**config.mk**
```make
export PLATFORM = sky130hd
export DESIGN_NAME = sha256_message_digest
export DESIGN_NICKNAME = d
export VERILOG_FILES = /design/src/rtl/core/sha256_pkg.sv /design/src/rtl/core/sha256_message_digest.sv /design/src/rtl/core/sha256_sched.sv /design/src/rtl/core/sha256_round.sv
export SDC_FILE = /design/constraint.sdc
export NUM_CORES = 2
export LEC_CHECK = 0
export ABC_AREA = 1
export BUFFER_PORTS_ARGS = -buffer_cell sky130_fd_sc_hd__buf_2
export CELL_PAD_IN_SITES_DETAIL_PLACEMENT = 1
export CELL_PAD_IN_SITES_GLOBAL_PLACEMENT = 2
export CORE_MARGIN = 4
export CORE_UTILIZATION = 36
export CTS_BUF_LIST = sky130_fd_sc_hd__clkbuf_4 sky130_fd_sc_hd__clkbuf_8 sky130_fd_sc_hd__clkbuf_16
export DETAILED_ROUTE_END_ITERATION = 16
export PLACE_DENSITY = 0.81
export SLEW_MARGIN = 20
export SYNTH_ARGS = -nofsm -noshare
export SYNTH_HDL_FRONTEND = slang
export SYNTH_SLANG_ARGS = --single-unit
export TNS_END_PERCENT = 1
```
**constraint.sdc**
```tcl
create_clock -name clk -period 13.5 [get_ports clk]
set_clock_uncertainty 0.1 [all_clocks]
set_input_delay 1.35 -clock clk [delete_from_list [all_inputs] [get_ports clk]]
set_output_delay 1.35 -clock clk [all_outputs]
set_load 0.05 [all_outputs]
```
**src/rtl/core/sha256_pkg.sv**
```systemverilog
// ----------------------------------------------------------------------------
// SHA-256 shared package
// Beat payload types, sequencer states, control bundle, round constants,
// initial hash values and the sigma functions of the compression.
// ----------------------------------------------------------------------------
package sha256_pkg;

  // Input beat: one optional message byte and an end-of-message mark.
  typedef struct packed {
    logic [7:0] data_byte;
    logic       has_byte;
    logic       end_of_message;
  } sha256_in_t;

  // Output beat: one digest word with its position.
  typedef struct packed {
    logic [31:0] digest_word;
    logic [2:0]  word_index;
    logic        last_word;
  } sha256_out_t;

  // Sequencer states.
  typedef enum logic [2:0] {
    ST_IDLE,
    ST_PAD,
    ST_ROUND,
    ST_FOLD,
    ST_OUT
  } sha256_state_t;

  // Control bundle from the sequencer to the datapath.
  typedef struct packed {
    logic load_byte;
    logic load_vars;
    logic round_en;
    logic fold;
    logic rotate;
    logic reinit;
  } sha256_ctl_t;

  localparam int unsigned COUNT_W  = 61;
  localparam logic [7:0]  PAD_BYTE = 8'h80;
  localparam logic [5:0]  LEN_POS  = 6'd56;
  localparam logic [5:0]  LAST_POS = 6'd63;
  localparam logic [5:0]  LAST_RND = 6'd63;
  localparam logic [2:0]  LAST_WORD = 3'd7;

  localparam logic [31:0] ROUND_K [64] = '{
    32'h428a2f98, 32'h71374491, 32'hb5c0fbcf, 32'he9b5dba5,
    32'h3956c25b, 32'h59f111f1, 32'h923f82a4, 32'hab1c5ed5,
    32'hd807aa98, 32'h12835b01, 32'h243185be, 32'h550c7dc3,
    32'h72be5d74, 32'h80deb1fe, 32'h9bdc06a7, 32'hc19bf174,
    32'he49b69c1, 32'hefbe4786, 32'h0fc19dc6, 32'h240ca1cc,
    32'h2de92c6f, 32'h4a7484aa, 32'h5cb0a9dc, 32'h76f988da,
    32'h983e5152, 32'ha831c66d, 32'hb00327c8, 32'hbf597fc7,
    32'hc6e00bf3, 32'hd5a79147, 32'h06ca6351, 32'h14292967,
    32'h27b70a85, 32'h2e1b2138, 32'h4d2c6dfc, 32'h53380d13,
    32'h650a7354, 32'h766a0abb, 32'h81c2c92e, 32'h92722c85,
    32'ha2bfe8a1, 32'ha81a664b, 32'hc24b8b70, 32'hc76c51a3,
    32'hd192e819, 32'hd6990624, 32'hf40e3585, 32'h106aa070,
    32'h19a4c116, 32'h1e376c08, 32'h2748774c, 32'h34b0bcb5,
    32'h391c0cb3, 32'h4ed8aa4a, 32'h5b9cca4f, 32'h682e6ff3,
    32'h748f82ee, 32'h78a5636f, 32'h84c87814, 32'h8cc70208,
    32'h90befffa, 32'ha4506ceb, 32'hbef9a3f7, 32'hc67178f2
  };

  localparam logic [31:0] HASH_INIT [8] = '{
    32'h6a09e667, 32'hbb67ae85, 32'h3c6ef372, 32'ha54ff53a,
    32'h510e527f, 32'h9b05688c, 32'h1f83d9ab, 32'h5be0cd19
  };

  function automatic logic [31:0] rotr(input logic [31:0] x, input int unsigned n);
    return (x >> n) | (x << (32 - n));
  endfunction

  function automatic logic [31:0] big_s0(input logic [31:0] x);
    return rotr(x, 2) ^ rotr(x, 13) ^ rotr(x, 22);
  endfunction

  function automatic logic [31:0] big_s1(input logic [31:0] x);
    return rotr(x, 6) ^ rotr(x, 11) ^ rotr(x, 25);
  endfunction

  function automatic logic [31:0] small_s0(input logic [31:0] x);
    return rotr(x, 7) ^ rotr(x, 18) ^ (x >> 3);
  endfunction

  function automatic logic [31:0] small_s1(input logic [31:0] x);
    return rotr(x, 17) ^ rotr(x, 19) ^ (x >> 10);
  endfunction

endpackage

```
**src/rtl/core/sha256_message_digest.sv**
```systemverilog
// ----------------------------------------------------------------------------
// SHA-256 message digest engine
// Gathers message bytes into 64-byte blocks, compresses each block with one
// round per cycle, pads at end of message and returns eight digest words.
// ----------------------------------------------------------------------------
// Throughput: one byte beat per cycle while idle; every 64th byte stalls the input
//   for the block's 64 rounds in the round unit plus one fold step.
// End of message: padding bytes fill out each padded block, which then runs its
//   rounds and fold (one or two blocks), then eight output beats.
// Reset: synchronous on rst_n low; hash words return to their initial values,
//   the byte count clears and the engine is idle. There is no clearing pass.
module sha256_message_digest (
  input  logic                     clk,
  input  logic                     rst_n,
  input  logic                     in_valid,
  output logic                     in_stall,
  input  sha256_pkg::sha256_in_t   in_data,
  output logic                     out_valid,
  input  logic                     out_stall,
  output sha256_pkg::sha256_out_t  out_data
);
  import sha256_pkg::*;

  sha256_state_t       state_r, state_nxt;
  logic [5:0]          pos_r;
  logic [COUNT_W-1:0]  count_r;
  logic [COUNT_W-1:0]  count_inc;
  logic [5:0]          round_r;
  logic [2:0]          word_r;
  logic                padding_r;
  logic                first_r;
  logic                extra_r;
  logic                last_r;
  logic [63:0]         len_r;

  sha256_ctl_t         ctl;
  logic [7:0]          byte_mux;
  logic [7:0]          pad_byte;
  logic                len_sel;
  logic                in_acc;
  logic                out_acc;
  logic                wrap;
  logic [31:0]         w_head;
  logic [31:0]         hash_head;

  assign in_acc    = in_valid && !in_stall;
  assign out_acc   = out_valid && !out_stall;
  assign count_inc = count_r + COUNT_W'(1);
  assign wrap      = (pos_r == LAST_POS);

  // Padding byte: the marker first, then zeros, then the bit length.
  assign len_sel = !first_r && (pos_r >= LEN_POS) && !extra_r;
  always_comb begin
    if (first_r) begin
      pad_byte = PAD_BYTE;
    end else if (len_sel) begin
      pad_byte = len_r[63:56];
    end else begin
      pad_byte = 8'h00;
    end
  end

  // Next-state logic.
  always_comb begin
    state_nxt = state_r;
    unique case (state_r)
      ST_IDLE: begin
        if (in_acc) begin
          if (in_data.has_byte && wrap) begin
            state_nxt = ST_ROUND;
          end else if (in_data.end_of_message) begin
            state_nxt = ST_PAD;
          end
        end
      end
      ST_PAD: begin
        if (wrap) begin
          state_nxt = ST_ROUND;
        end
      end
      ST_ROUND: begin
        if (round_r == LAST_RND) begin
          state_nxt = ST_FOLD;
        end
      end
      ST_FOLD: begin
        if (!padding_r) begin
          state_nxt = ST_IDLE;
        end else if (last_r) begin
          state_nxt = ST_OUT;
        end else begin
          state_nxt = ST_PAD;
        end
      end
      ST_OUT: begin
        if (out_acc && (word_r == LAST_WORD)) begin
          state_nxt = ST_IDLE;
        end
      end
      default: state_nxt = ST_IDLE;
    endcase
  end

  // Output and datapath control.
  always_comb begin
    ctl       = '0;
    byte_mux  = pad_byte;
    in_stall  = 1'b1;
    out_valid = 1'b0;
    unique case (state_r)
      ST_IDLE: begin
        in_stall      = 1'b0;
        byte_mux      = in_data.data_byte;
        ctl.load_byte = in_acc && in_data.has_byte;
        ctl.load_vars = in_acc && in_data.has_byte && wrap;
      end
      ST_PAD: begin
        ctl.load_byte = 1'b1;
        ctl.load_vars = wrap;
      end
      ST_ROUND: begin
        ctl.round_en = 1'b1;
      end
      ST_FOLD: begin
        ctl.fold = 1'b1;
      end
      ST_OUT: begin
        out_valid  = 1'b1;
        ctl.rotate = out_acc;
        ctl.reinit = out_acc && (word_r == LAST_WORD);
      end
      default: begin
        in_stall = 1'b1;
      end
    endcase
  end

  // Sequencer registers.
  always_ff @(posedge clk) begin
    if (!rst_n) begin
      state_r   <= ST_IDLE;
      pos_r     <= '0;
      count_r   <= '0;
      round_r   <= '0;
      word_r    <= '0;
      padding_r <= 1'b0;
      first_r   <= 1'b0;
      extra_r   <= 1'b0;
      last_r    <= 1'b0;
      len_r     <= '0;
    end else begin
      state_r <= state_nxt;
      if (ctl.load_byte) begin
        pos_r <= pos_r + 6'd1;
      end
      if (state_r == ST_ROUND) begin
        round_r <= round_r + 6'd1;
      end
      if (out_acc) begin
        word_r <= word_r + 3'd1;
      end
      // Message length and start of padding.
      if (in_acc) begin
        if (in_data.has_byte) begin
          count_r <= count_inc;
        end
        if (in_data.end_of_message) begin
          padding_r <= 1'b1;
          first_r   <= 1'b1;
          len_r     <= {(in_data.has_byte ? count_inc : count_r), 3'b000};
        end
      end
      // Padding progress: marker placement, extra block, length bytes.
      if (state_r == ST_PAD) begin
        if (first_r) begin
          first_r <= 1'b0;
          extra_r <= (pos_r >= LEN_POS) && !wrap;
        end else if (wrap) begin
          extra_r <= 1'b0;
        end
        if (len_sel) begin
          len_r <= {len_r[55:0], 8'h00};
          if (wrap) begin
            last_r <= 1'b1;
          end
        end
      end
      // Digest fully delivered: back to a fresh message.
      if (ctl.reinit) begin
        count_r   <= '0;
        padding_r <= 1'b0;
        last_r    <= 1'b0;
      end
    end
  end

  assign out_data.digest_word = hash_head;
  assign out_data.word_index  = word_r;
  assign out_data.last_word   = (word_r == LAST_WORD);

  sha256_sched u_sched (
    .clk     (clk),
    .ctl     (ctl),
    .byte_in (byte_mux),
    .w_head  (w_head)
  );

  sha256_round u_round (
    .clk       (clk),
    .rst_n     (rst_n),
    .ctl       (ctl),
    .round_idx (round_r),
    .w         (w_head),
    .hash_head (hash_head)
  );

endmodule

```
**src/rtl/core/sha256_sched.sv**
```systemverilog
// ----------------------------------------------------------------------------
// SHA-256 block window and message schedule
// Sixteen 32-bit words that first gather the block one byte a cycle and then
// roll forward one schedule word per round, oldest word at the head.
// ----------------------------------------------------------------------------
module sha256_sched (
  input  logic                     clk,
  input  sha256_pkg::sha256_ctl_t  ctl,
  input  logic [7:0]               byte_in,
  output logic [31:0]              w_head
);
  import sha256_pkg::*;

  logic [31:0] w_r [16];
  logic [31:0] w_new;

  // Next schedule word from the rolling window.
  assign w_new  = small_s1(w_r[14]) + w_r[9] + small_s0(w_r[1]) + w_r[0];
  assign w_head = w_r[0];

  // Bytes shift in at the tail; rounds shift whole words out of the head.
  always_ff @(posedge clk) begin
    if (ctl.load_byte) begin
      for (int i = 0; i < 15; i++) begin
        w_r[i] <= {w_r[i][23:0], w_r[i+1][31:24]};
      end
      w_r[15] <= {w_r[15][23:0], byte_in};
    end else if (ctl.round_en) begin
      for (int i = 0; i < 15; i++) begin
        w_r[i] <= w_r[i+1];
      end
      w_r[15] <= w_new;
    end
  end

endmodule

```
**src/rtl/core/sha256_round.sv**
```systemverilog
// ----------------------------------------------------------------------------
// SHA-256 round unit and hash state
// One compression round per cycle on the working variables, the final fold
// into the hash words, and rotation of the hash words for readout.
// ----------------------------------------------------------------------------
module sha256_round (
  input  logic                     clk,
  input  logic                     rst_n,
  input  sha256_pkg::sha256_ctl_t  ctl,
  input  logic [5:0]               round_idx,
  input  logic [31:0]              w,
  output logic [31:0]              hash_head
);
  import sha256_pkg::*;

  logic [31:0] hash_r [8];
  logic [31:0] var_r  [8];
  logic [31:0] t1;
  logic [31:0] t2;

  // Round function on a..h.
  assign t1 = var_r[7] + big_s1(var_r[4]) +
              (var_r[6] ^ (var_r[4] & (var_r[5] ^ var_r[6]))) +
              ROUND_K[round_idx] + w;
  assign t2 = big_s0(var_r[0]) +
              ((var_r[0] & var_r[1]) ^ (var_r[0] & var_r[2]) ^ (var_r[1] & var_r[2]));

  assign hash_head = hash_r[0];

  // Hash words: initial values, fold after a block, rotate during readout.
  always_ff @(posedge clk) begin
    if (!rst_n || ctl.reinit) begin
      for (int i = 0; i < 8; i++) begin
        hash_r[i] <= HASH_INIT[i];
      end
    end else if (ctl.fold) begin
      for (int i = 0; i < 8; i++) begin
        hash_r[i] <= hash_r[i] + var_r[i];
      end
    end else if (ctl.rotate) begin
      for (int i = 0; i < 7; i++) begin
        hash_r[i] <= hash_r[i+1];
      end
      hash_r[7] <= hash_r[0];
    end
  end

  // Working variables: loaded at block start, one round per cycle.
  always_ff @(posedge clk) begin
    if (ctl.load_vars) begin
      for (int i = 0; i < 8; i++) begin
        var_r[i] <= hash_r[i];
      end
    end else if (ctl.round_en) begin
      var_r[7] <= var_r[6];
      var_r[6] <= var_r[5];
      var_r[5] <= var_r[4];
      var_r[4] <= var_r[3] + t1;
      var_r[3] <= var_r[2];
      var_r[2] <= var_r[1];
      var_r[1] <= var_r[0];
      var_r[0] <= t1 + t2;
    end
  end

endmodule

```
# Yosys cells after proc, flatten, opt, wreduce, memory -nomap -nowiden
# Memories as Yosys holds them, arrays and structs flattened.
# Index checks and enable logic that the tools add are counted.
# totals
out_inout_bits	38
mem_bits_ro	2048
regBits	147
memories	4
ramBits	1024
latchBits	0
# classes
n_mux	89
reduce_logical	22
order_cmp	2
n_div	0
n_addsub	22
bitwise	68
mul	0
shifts	0
n_eq_ne	12
# mem_list
memory	words	word_bits	read_ports	rd_clocked_by_memory_dff	wr	line	source
(name not given)	64	32	1	0	0	sha256_round.sv:24	ROUND_K[round_idx] + w;
u_sched.w_r	16	32	16	0	16	sha256_sched.sv:14	logic [31:0] w_r [16];
u_round.hash_r	8	32	8	0	8	sha256_round.sv:16	logic [31:0] hash_r [8];
u_round.var_r	8	32	8	0	8	sha256_round.sv:17	logic [31:0] var_r [8];
# ops
operator	n
two-way mux 32 bit	42
adder 32 bit	18
bitwise XOR 32 bit	10
two-way mux 64 bit	4
bitwise AND 32 bit	4
adder 61 x 1 -> 61 bit (second input constant)	1
two-way mux 61 bit	1
OR 1 bit	40
OR 10 x 32 -> 32 bit	1
OR 13 x 32 -> 32 bit	1
OR 14 x 32 -> 32 bit	1
OR 15 x 32 -> 32 bit	1
OR 19 x 32 -> 32 bit	1
OR 21 x 32 -> 32 bit	1
OR 25 x 32 -> 32 bit	1
OR 26 x 32 -> 32 bit	1
OR 30 x 32 -> 32 bit	1
OR 7 x 32 -> 32 bit	1
bitwise XOR 32 x 22 -> 32 bit	1
bitwise XOR 32 x 29 -> 32 bit	1
two-way mux 1 bit	28
two-way mux 3 bit	8
two-way mux 8 bit	3
case mux 3 bit (5 select lines)	1
23 further kinds	43

# Depth between registers and ports, before layout
# logic_depth
depth_word	10
depth_mapped	44
depth_no_buf	44

# Hierarchy
# Synthesis repeated with hierarchy kept, for this count alone.
# unflattened
cells_unflattened	10542
hier_area_um2	84462.3
# by_module_without_submodules
mod	cells_each	n_inst	seq_area_each_um2	area_each_um2
sha256_round	6496	1	15374.7	49008.3
sha256_sched	2660	1	15374.7	27000.9
sha256_message_digest	1386	1	2942.8	8453.1

# Worst setup path after synthesis
# No wires, ideal clock.
# synth_path
kind	input-to-reg
start	in in_data[1] (netlist name)
end	mem u_sched.w_r[0][0] (enable)
arrival_time_ps	10754
path_buffers	3
stages	7
path_slack_ps	-988
path_cell_list	clkbuf_1 -> nand2_1 -> nand2_1 -> inv_2 -> clkbuf_1 -> buf_1 -> nand2_1
# synth_lines
item	line	source
start: declaration	sha256_message_digest.sv:17	input sha256_pkg::sha256_in_t in_data,
end: declaration	sha256_sched.sv:14	

==> impl_results.rst <==
.. list-table::
   :header-rows: 1

   * - Metric
     - Value
   * - Overall Global Routing Usage
     - 29.6%
   * - Most common cell after layout, fill and taps aside
     - nand2_1
   * - RR Endpoint
     - u_round.var_r[0][27]
   * - Number of distinct standard cells referenced by the synthesized netlist
     - 71
   * - WP data required
     - 13,970 ps
   * - # port buffers
     - 51
   * - Total wirelength of the detailed-routed design
     - 360 mm
   * - Number of vias per cell after detailed routing
     - 5.60
   * - CTS Buf Count
     - 147
   * - Number of detailed-route iterations in the first pass
     - 6
   * - DIE HEIGHT
     - 486 µm
   * - Upper clock frequency limit
     - 101 MHz
   * - Final hold violations
     - 0
   * - Final Max Slew Viols
     - 0
   * - Area growth, synth to finish
     - 9.62%
   * - Maximum buffer depth of the clock tree
     - 3
   * - Worst-Skew Late Latency
     - 840 ps
   * - Total via count after detailed routing
     - 74,200
   * - Worst relative slew slack
     - 23.1%
   * - Initial cell density of the core
     - 36.2%
   * - Number of routed nets with antenna violations
     - 0
   * - Setup total negative slack
     - 0 ps
   * - Yosys reg bits
     - 1,171
   * - Post-CTS Setup Repair Bufs
     - 0
   * - Cell depth of the worst flop-to-flop path
     - 34
   * - Crit Path Class
     - reg2reg
   * - RSZ-0062 raised after global routing
     - false
   * - Max IR drop VDD
     - 0.193 mV
   * - Register-to-register setup slack
     - 3620 ps
   * - Syn Area/Cell
     - 8.01 µm²
   * - EDFF count, synth
     - 1,024
   * - Cells after synthesis
     - 10,300
   * - Critical path endpoint
     - u_round.var_r[0][27]
   * - Final nets
     - 10,700
   * - Sort of element at the end of the critical path
     - flip-flop
   * - Origin of the worst min-delay path
     - len_r[1]
   * - Worst EP arrival
     - 10,350 ps
   * - CTS tree
     - done
   * - Number of top-level pins
     - 52
   * - Critical path launch point
     - round_r[1]
   * - Detailed-route DRC error count
     - 0
   * - Critical Path Slowest Stage Cell
     - dfxtp_1
   * - HPWL after detailed placement
     - 278 mm
   * - Clock Tree Root
     - clkbuf_16
   * - Die Wd
     - 486 µm
   * - Maximum number of pins on one net before global-route repair
     - 210
   * - Crit Path Max Fanout
     - 13
   * - Startpoint of the worst-slack reg-to-reg timing path
     - round_r[1]
   * - Area of the mapped netlist
     - 82,400 µm²
   * - H-tree levels
     - 4
   * - Prevailing post-synth register cell
     - edfxtp_1
   * - Worst path max stage delay
     - 660 ps
   * - Number of warnings issued by yosys
     - 0
   * - Nets in the synthesized netlist
     - 10,900
   * - Proportion of layout cells with a drive suffix above 1
     - 4.63%
   * - Placer's final routability congestion estimate
     - 0.994
   * - Standard-cell row count
     - 175
   * - Clock tree sinks
     - 1,171
   * - Worst hold path type
     - reg2reg
   * - Startpoint Class
     - flip-flop
   * - Clock-pin slew of the registers on the worst-case setup and hold paths
     - 60 ps
   * - Placed cell area
     - 85,200 µm²
   * - Worst Max-Slew Pin Slew
     - 1150 ps
   * - Power density normalized to cell area
     - 198 nW/µm²
   * - Ys async rst share
     - 0%
   * - First-pass GRT wire length
     - 519 mm
   * - Congestion Overflow GR
     - 0
   * - Cell repeated most along the worst path
     - nand2_1
   * - Vias in the first global route
     - 74,500
   * - 1st-iter DRT viols
     - 7,538
   * - Number of hold buffers added after CTS
     - 0
   * - Final clock period utilization by the worst path
     - 73.2%
   * - Placeable core region
     - 227,000 µm²
   * - Utilization after layout
     - 39.7%
   * - Post-CTS Resized
     - 0
   * - Final worst path period need
     - 9880 ps
   * - Detail-routed net length per standard cell
     - 27.2 µm
   * - P_leak
     - 0.0385 µW
   * - Final Instance Area
     - 90,300 µm²
   * - Commonest cells after routing, fill and taps aside
     - nand2_1 (2,925), inv_1 (1,299), edfxtp_1 (1,024)
   * - Status
     - completed
   * - Number of antenna violations at the first check in global routing
     - 10
   * - Total chip power
     - 17,800 µW
   * - Final setup violating endpoints
     - 0
   * - Max Cap Viol
     - 0
   * - Area of the die
     - 237,000 µm²
   * - Seq/Total Area, Yosys
     - 40.9%
==> through the flow <==
stage | instances | worst slack (ps) | hold WS [ps]
2_1_floorplan | 10300 | 4230 | 321
3_3_place_gp | 13000 | 3850 | 331
3_5_place_dp | 13000 | 3870 | 336
4_1_cts | 13200 | 3850 | 344
5_1_grt | 13200 | 3200 | 372
6_report | 13200 | 3620 | 345
==> flip-flops by register name, summed over array words and instances (netlist names), 3 cells and up <==
register / count
state_r: 3
word_r: 3
u_round.var_r: 256
u_sched.w_r: 512
round_r: 6
len_r: 64
pos_r: 6
u_round.hash_r: 256
count_r: 61
==> Yosys cell counts, drive strengths merged, types with 59 or more instances <==
library cell | n | area, µm²
nand4 | 89 | 569
xnor2 | 202 | 1770
a21o | 59 | 443
dfxtp | 147 | 2940
o21bai | 63 | 473
a31oi | 70 | 438
nand3 | 336 | 1680
ha | 398 | 4980
nand2 | 2940 | 11100
inv | 1314 | 4930
xor2 | 274 | 2400
fa | 195 | 3900
edfxtp | 1024 | 30700
nor3 | 120 | 661
a21oi | 615 | 3080
o21ai | 975 | 4880
clkbuf | 352 | 1320
buf | 98 | 557
nor2 | 578 | 2280
==> worst max-delay path, delay by kind of cell, from the launching register on <==
kind,cells,cell delay [ps]
AOI/OAI and AO/OA,8,2380
xor gates and xnor gates,1,430
adders and majority gates,7,3280
buffers and inverters,5,850
DFF,1,660
and+or+nand+nor,13,1920
==> how the worst min path moves through the flow <==
stage               endpoint  slack, ps  cells after the start
finish              len_r[1]        340                      2
detailed placement  len_r[1]        340                      2
global route        len_r[2]        370                      2
global placement    len_r[1]        330                      2
floorplan           len_r[0]        320                      2
CTS                 len_r[1]        340                      2
==> metal layers <==
layer  global-route usage, %  wire, µm
met1                    43.3    166000
met2                    44.6    154000
met3                    4.76     26000
met4                    9.74     13800
met5                       0         0
==> power breakdown <==
group	internal, µW	leakage [µW]	switching, µW
logic	2780	0.0254	5890
registers	4580	0.0106	442
clock network	2360	0.00247	1790
==> cell type report <==
class	instances	area, µm²
fill	27200	137000
multi-input combinational	7342	41900
sequential	1171	33700
inverter	1317	4960
clock buffer	182	4000
tap	3009	3760
clock inverter	90	1050
timing repair buffer	123	883
antenna	7	17.5
==> kinds of logic after synthesis <==
group / count (synthesis) / synth area share (%)
buffers and inverters: 1767 / 8.28
XOR/XNOR: 476 / 5.06
AO/OA/AOI/OAI: 2092 / 14.2
multiplexers: 1 / 0.0122
AND/OR/NAND/NOR: 4167 / 20.6
adder cells (fa/ha/maj): 606 / 10.9
flip-flops: 1171 / 40.9
Power figures use the tool's default switching activity.
